**config.mk**
```make
export PLATFORM = sky130hd
export DESIGN_NAME = isa_ram
export DESIGN_NICKNAME = d
export VERILOG_FILES = /design/src/sv/isa_ram.sv
export SDC_FILE = /design/constraint.sdc
export NUM_CORES = 2
export LEC_CHECK = 0
export ABC_AREA = 0
export BUFFER_PORTS_ARGS = -buffer_cell sky130_fd_sc_hd__buf_2
export CAP_MARGIN = 20
export CORE_MARGIN = 2
export CORE_UTILIZATION = 60
export DETAILED_ROUTE_END_ITERATION = 8
export PLACE_DENSITY = 0.75
export SYNTH_ARGS = -nofsm -noshare
export SYNTH_HDL_FRONTEND = slang
export SYNTH_SLANG_ARGS = --single-unit
```
**constraint.sdc**
```tcl
create_clock -name i_clk -period 14.1 [get_ports i_clk]
set_input_delay 0.705 -clock i_clk [delete_from_list [all_inputs] [get_ports i_clk]]
set_output_delay 0.705 -clock i_clk [all_outputs]
set_load 0.01 [all_outputs]
```
**src/sv/isa_ram.sv**
```systemverilog
// Generic single-write, single-read synchronous RAM with registered read data.
// No dependencies.
module isa_ram #(
    parameter int WIDTH = 64,
    parameter int DEPTH = 64
) (
    input  logic                     i_clk,
    input  logic                     i_we,
    input  logic [$clog2(DEPTH)-1:0] i_waddr,
    input  logic [WIDTH-1:0]         i_wdata,
    input  logic [$clog2(DEPTH)-1:0] i_raddr,
    output logic [WIDTH-1:0]         o_rdata
);

    logic [WIDTH-1:0] r_mem [DEPTH];
    logic [WIDTH-1:0] r_rdata;

    // Write port and registered read port.
    always_ff @(posedge i_clk) begin
        if (i_we) begin
            r_mem[i_waddr] <= i_wdata;
        end
        r_rdata <= r_mem[i_raddr];
    end

    assign o_rdata = r_rdata;

endmodule

```
## Yosys cells after proc, flatten, opt, wreduce, memory -nomap -nowiden

Memory sizes are Yosys's and may differ from the RTL's. A register that Yosys moved wholly into a read port is not among the register bits.
Cells that the tools add are included.
Widths: inputs -> output; s select.

- Register bits after elaboration: 0
- Bits in latches: 0
- Memory bits (writable): 4096
- Bits in read-only memories: 0
- Input bits: 78
- Output and inout port bits: 64
- Logic and storage cells: 3
- Memories kept: 1

- Add/sub/neg operators: 0
- $mul: 0
- Divide/modulo/power cells: 0
- $lt $le $gt $ge: 0
- Equal/unequal tests: 0
- Shift-type cells: 0
- Mux-type cells: 2
- Bitwise logic cells: 0
- Reductions and logical operators: 0

Memories:

| memory | words | bits a word | read ports | clocked after memory_dff | wr ports | line | text |
|---|---|---|---|---|---|---|---|
| r_mem | 64 | 64 | 1 | 1 | 1 | 15 | `logic [WIDTH-1:0] r_mem [DEPTH];` |

Operator list:

| cell | count |
|---|---|
| $mux 1 | 2 |

## Depth between registers and ports, before layout

- Word-level depth: 2
- Mapped depth: 9

## Worst setup path after synthesis

OpenSTA, ideal clock, no wires.

- Path type: input to register
- Start: input port i_waddr[3]
- End: memory r_mem[48][0] (enable)
- Setup time: 564 ps
- Arrival time: 5577 ps
- Required time: 13536 ps
- Slack: 7959 ps
- Cell stages on the path: 4
- Cell sequence: clkbuf_1 nor2b_1 nand4b_1 nor3_1

RTL lines:

| what | line | text |
|---|---|---|
| start: declaration | 9 | `input logic [$clog2(DEPTH)-1:0] i_waddr,` |
| end: declaration | 15 |  |

Straight into the memory's write port.

==> flow_summary.toml <==
[run_status]
status = "finished, final reports clean"

[final_layout]
area_growth_pct = 11.8
fillers = 14900
register_area_sq_um = 124000
finalNetCount = 7059
multi_input_area_sq_um = 30800
drive_above_1_share_pct = 28.1

[setup_path]
crit_start = "i_raddr[1]"
cp.arrival_ps = 5070
cp-start-kind = "primary input"
path_max_fanout = 129
worstPathRequired_ps = 14980
r2r_cells = 5
rr_startpoint = "r_mem[63][22]"
cp-end-kind = "flip-flop"
timing.rr.end = "o_rdata[22]"
critPathKind = "in2reg"
reg2reg_slack_ps = 11850

[sta]
finalSetupTns_ps = 0
worst_pin_slew_ps = 1230
skew_ps = 52.0
slew_viol_final = 0
max_freq_mhz = 239
period_needed_ps = 4190
setup_viol = 0
relSlewSlack_pct = 17.9
hold_viol_final = 0
period_share_pct = 29.7
rsz0062_at_grt = "false"

[power_and_ir_drop]
ir_drop_v = 0.000141
power_density_nw_per_um2 = 146
p_total_mw = 25.5
power_leakage_nw = 54.6

[clocking]
ctsHoldBuffers = 0
post_cts_resized = 0
insertion_delay_ps = 1020
htreeDepth = 5
cts_root_buf = "clkbuf_16"
cts_tree = "yes"
cts_buffers = 401
path_clk_slew_ps = 60
postCtsSetupRepairBufs = 0
cts.sinks = 4160
cts_max_path_buffers = 4

[global_routing]
grt_pass1_vias = 77800
grt_overflow = 0
grt_antenna_before_repair = 34
grt_pass1_wl_mm = 593
grt_usage_pct = 32.3
grt_start_max_net_pins = 130

[place]
gp_congestion = 0.808
portBuffers = 141
hpwl_mm = 213

[flow_run]
drv_cap = 0

[detailed_routing]
wire_per_inst_um = 39.6
drt-total-wl_mm = 424
drc = 0
ant_nets = 0
first_pass_iters = 6
num_vias = 78400
drt_iter0_markers = 13400
via_per_inst = 7.31

[hold_path]
hp-start = "i_wdata[4]"
min_path_cells = 1
hold_path_class = "in2reg"
whs_endpoint = "r_mem[49][4]"

[floorplan]
die_w_um = 514
start_util_pct = 60.3
io_pins = 142
rows = 187
die_area_sq_um = 265000
die_h_um = 514
core-area_sq_um = 259000

[synth]
ys_warn_count = 0
synth_cell_type_count = 33
syn_area_sq_um = 156000
synth_seq_cells = 4160
seq_area_frac_synth_pct = 79.5
synth_nets = 6676
avgSynthCellArea_sq_um = 23.7
synthCells = 6598
-- worst max-delay path by stage --
stage,to,slack (ps)
CTS,o_rdata[57],9980
global route,o_rdata[56],9700
floorplan,r_mem[48][0],7960
global placement,o_rdata[57],8920
finish,o_rdata[42],9910
detailed placement,o_rdata[51],8920
-- synth_stat cells --
cell	count	area [sq um]
edfxtp_1	4096	123000
mux4_2	1024	23100
buf_2	170	851
a22oi_1	168	1260
clkbuf_1	140	526
mux2i_1	135	1350
nor2_1	112	420
a22o_1	88	771
o22ai_1	83	519
and3_1	64	400
dfxtp_1	64	1280
a211oi_1	63	473
nand2_1	58	218
nand3_1	45	225
o221ai_1	38	333
buf_4	34	255
or3_1	29	181
nor2b_1	28	175
or2_2	28	175
a41oi_1	26	228
buf_1	20	75.1
a2bb2oi_1	19	166
inv_1	19	71.3
a31oi_1	18	113
nand2b_1	11	68.8
buf_6	6	67.6
and2_1	3	18.8
nand3b_1	2	15.0
nand4_1	2	12.5
nor3_1	2	10.0
a31o_1	1	8.76
nand4b_1	1	8.76
or3b_2	1	8.76
-- cells by family (layout without fill, tap and decap cells) --
| kind of cell | after synthesis | in the layout | synth area share (%) |
|---|---|---|---|
| muxes | 1159 | 1159 | 15.6 |
| DFF | 4160 | 4160 | 79.5 |
| and+or+nand+nor | 386 | 386 | 1.24 |
| buffers and inverters | 389 | 1090 | 1.18 |
| other | 0 | 20 | 0 |
| AOI/OAI and AO/OA | 504 | 504 | 2.48 |
-- flip-flops by register name, indices dropped and copies added (netlist names) --
name and cells:
o_rdata 64, r_mem 4096
-- cell usage in the layout (no fill, tap or decap), types with 38 or more instances in the layout --
cell type,n
edfxtp_1,4096
mux4_2,1024
clkbuf_16,405
buf_4,183
a22oi_1,168
buf_2,138
mux2i_1,135
clkbuf_1,90
a22o_1,88
o22ai_1,83
clkinv_2,77
nor2_4,65
and3_1,64
dfxtp_1,64
a211oi_1,63
clkinv_1,63
nand2_1,56
nor2_1,47
nand3_1,45
o221ai_1,38
-- cell type report --
class	instances	share of cell area (%)
sequential	4160	71.1
multi-input combinational	2049	17.6
clock buffer	518	6.17
tap	3402	2.43
timing repair buffer	350	1.50
clock inverter	203	1.12
inverter	19	0.0408
antenna	20	0.0286
-- per-stage QoR --
stage | cells | util, % | area [sq um] | setup slack, ps | hold WS [ps]
2_1_floorplan | 6598 | - | 156000 | 7960 | 788
4_1_cts | 10700 | 67.2 | 174000 | 9980 | 346
5_1_grt | 10700 | 67.4 | 175000 | 9700 | 9.58
3_5_place_dp | 9966 | 62.3 | 162000 | 8920 | 830
6_report | 10700 | 67.4 | 175000 | 9910 | 23.1
3_3_place_gp | 9962 | 62.3 | 162000 | 8920 | 805
-- worst max-delay path, cell delays in order --
cell and delay (ps):
buf_8 580, buf_4 670, buf_4 610, buf_12 570, nand2b_1 780, o22ai_1 440, o22ai_1 200, and3_1 190
-- power breakdown --
part | leakage (nW) | switching (mW) | internal (mW)
clock network | 6.25 | 4.51 | 6.04
logic | 11.0 | 0.719 | 0.424
registers | 37.4 | 0.0674 | 13.7
total | 54.6 | 5.29 | 20.2
-- per-layer routing --
layer,share of wire (%),GRT usage (%),vias up
li1,-,-,29200
met1,34,45.0,41300
met2,48,49.8,6703
met3,13,7.35,1097
met4,4.9,14.3,12
met5,0.017,0,-
Note: power is estimated with default switching activity, not from simulation.
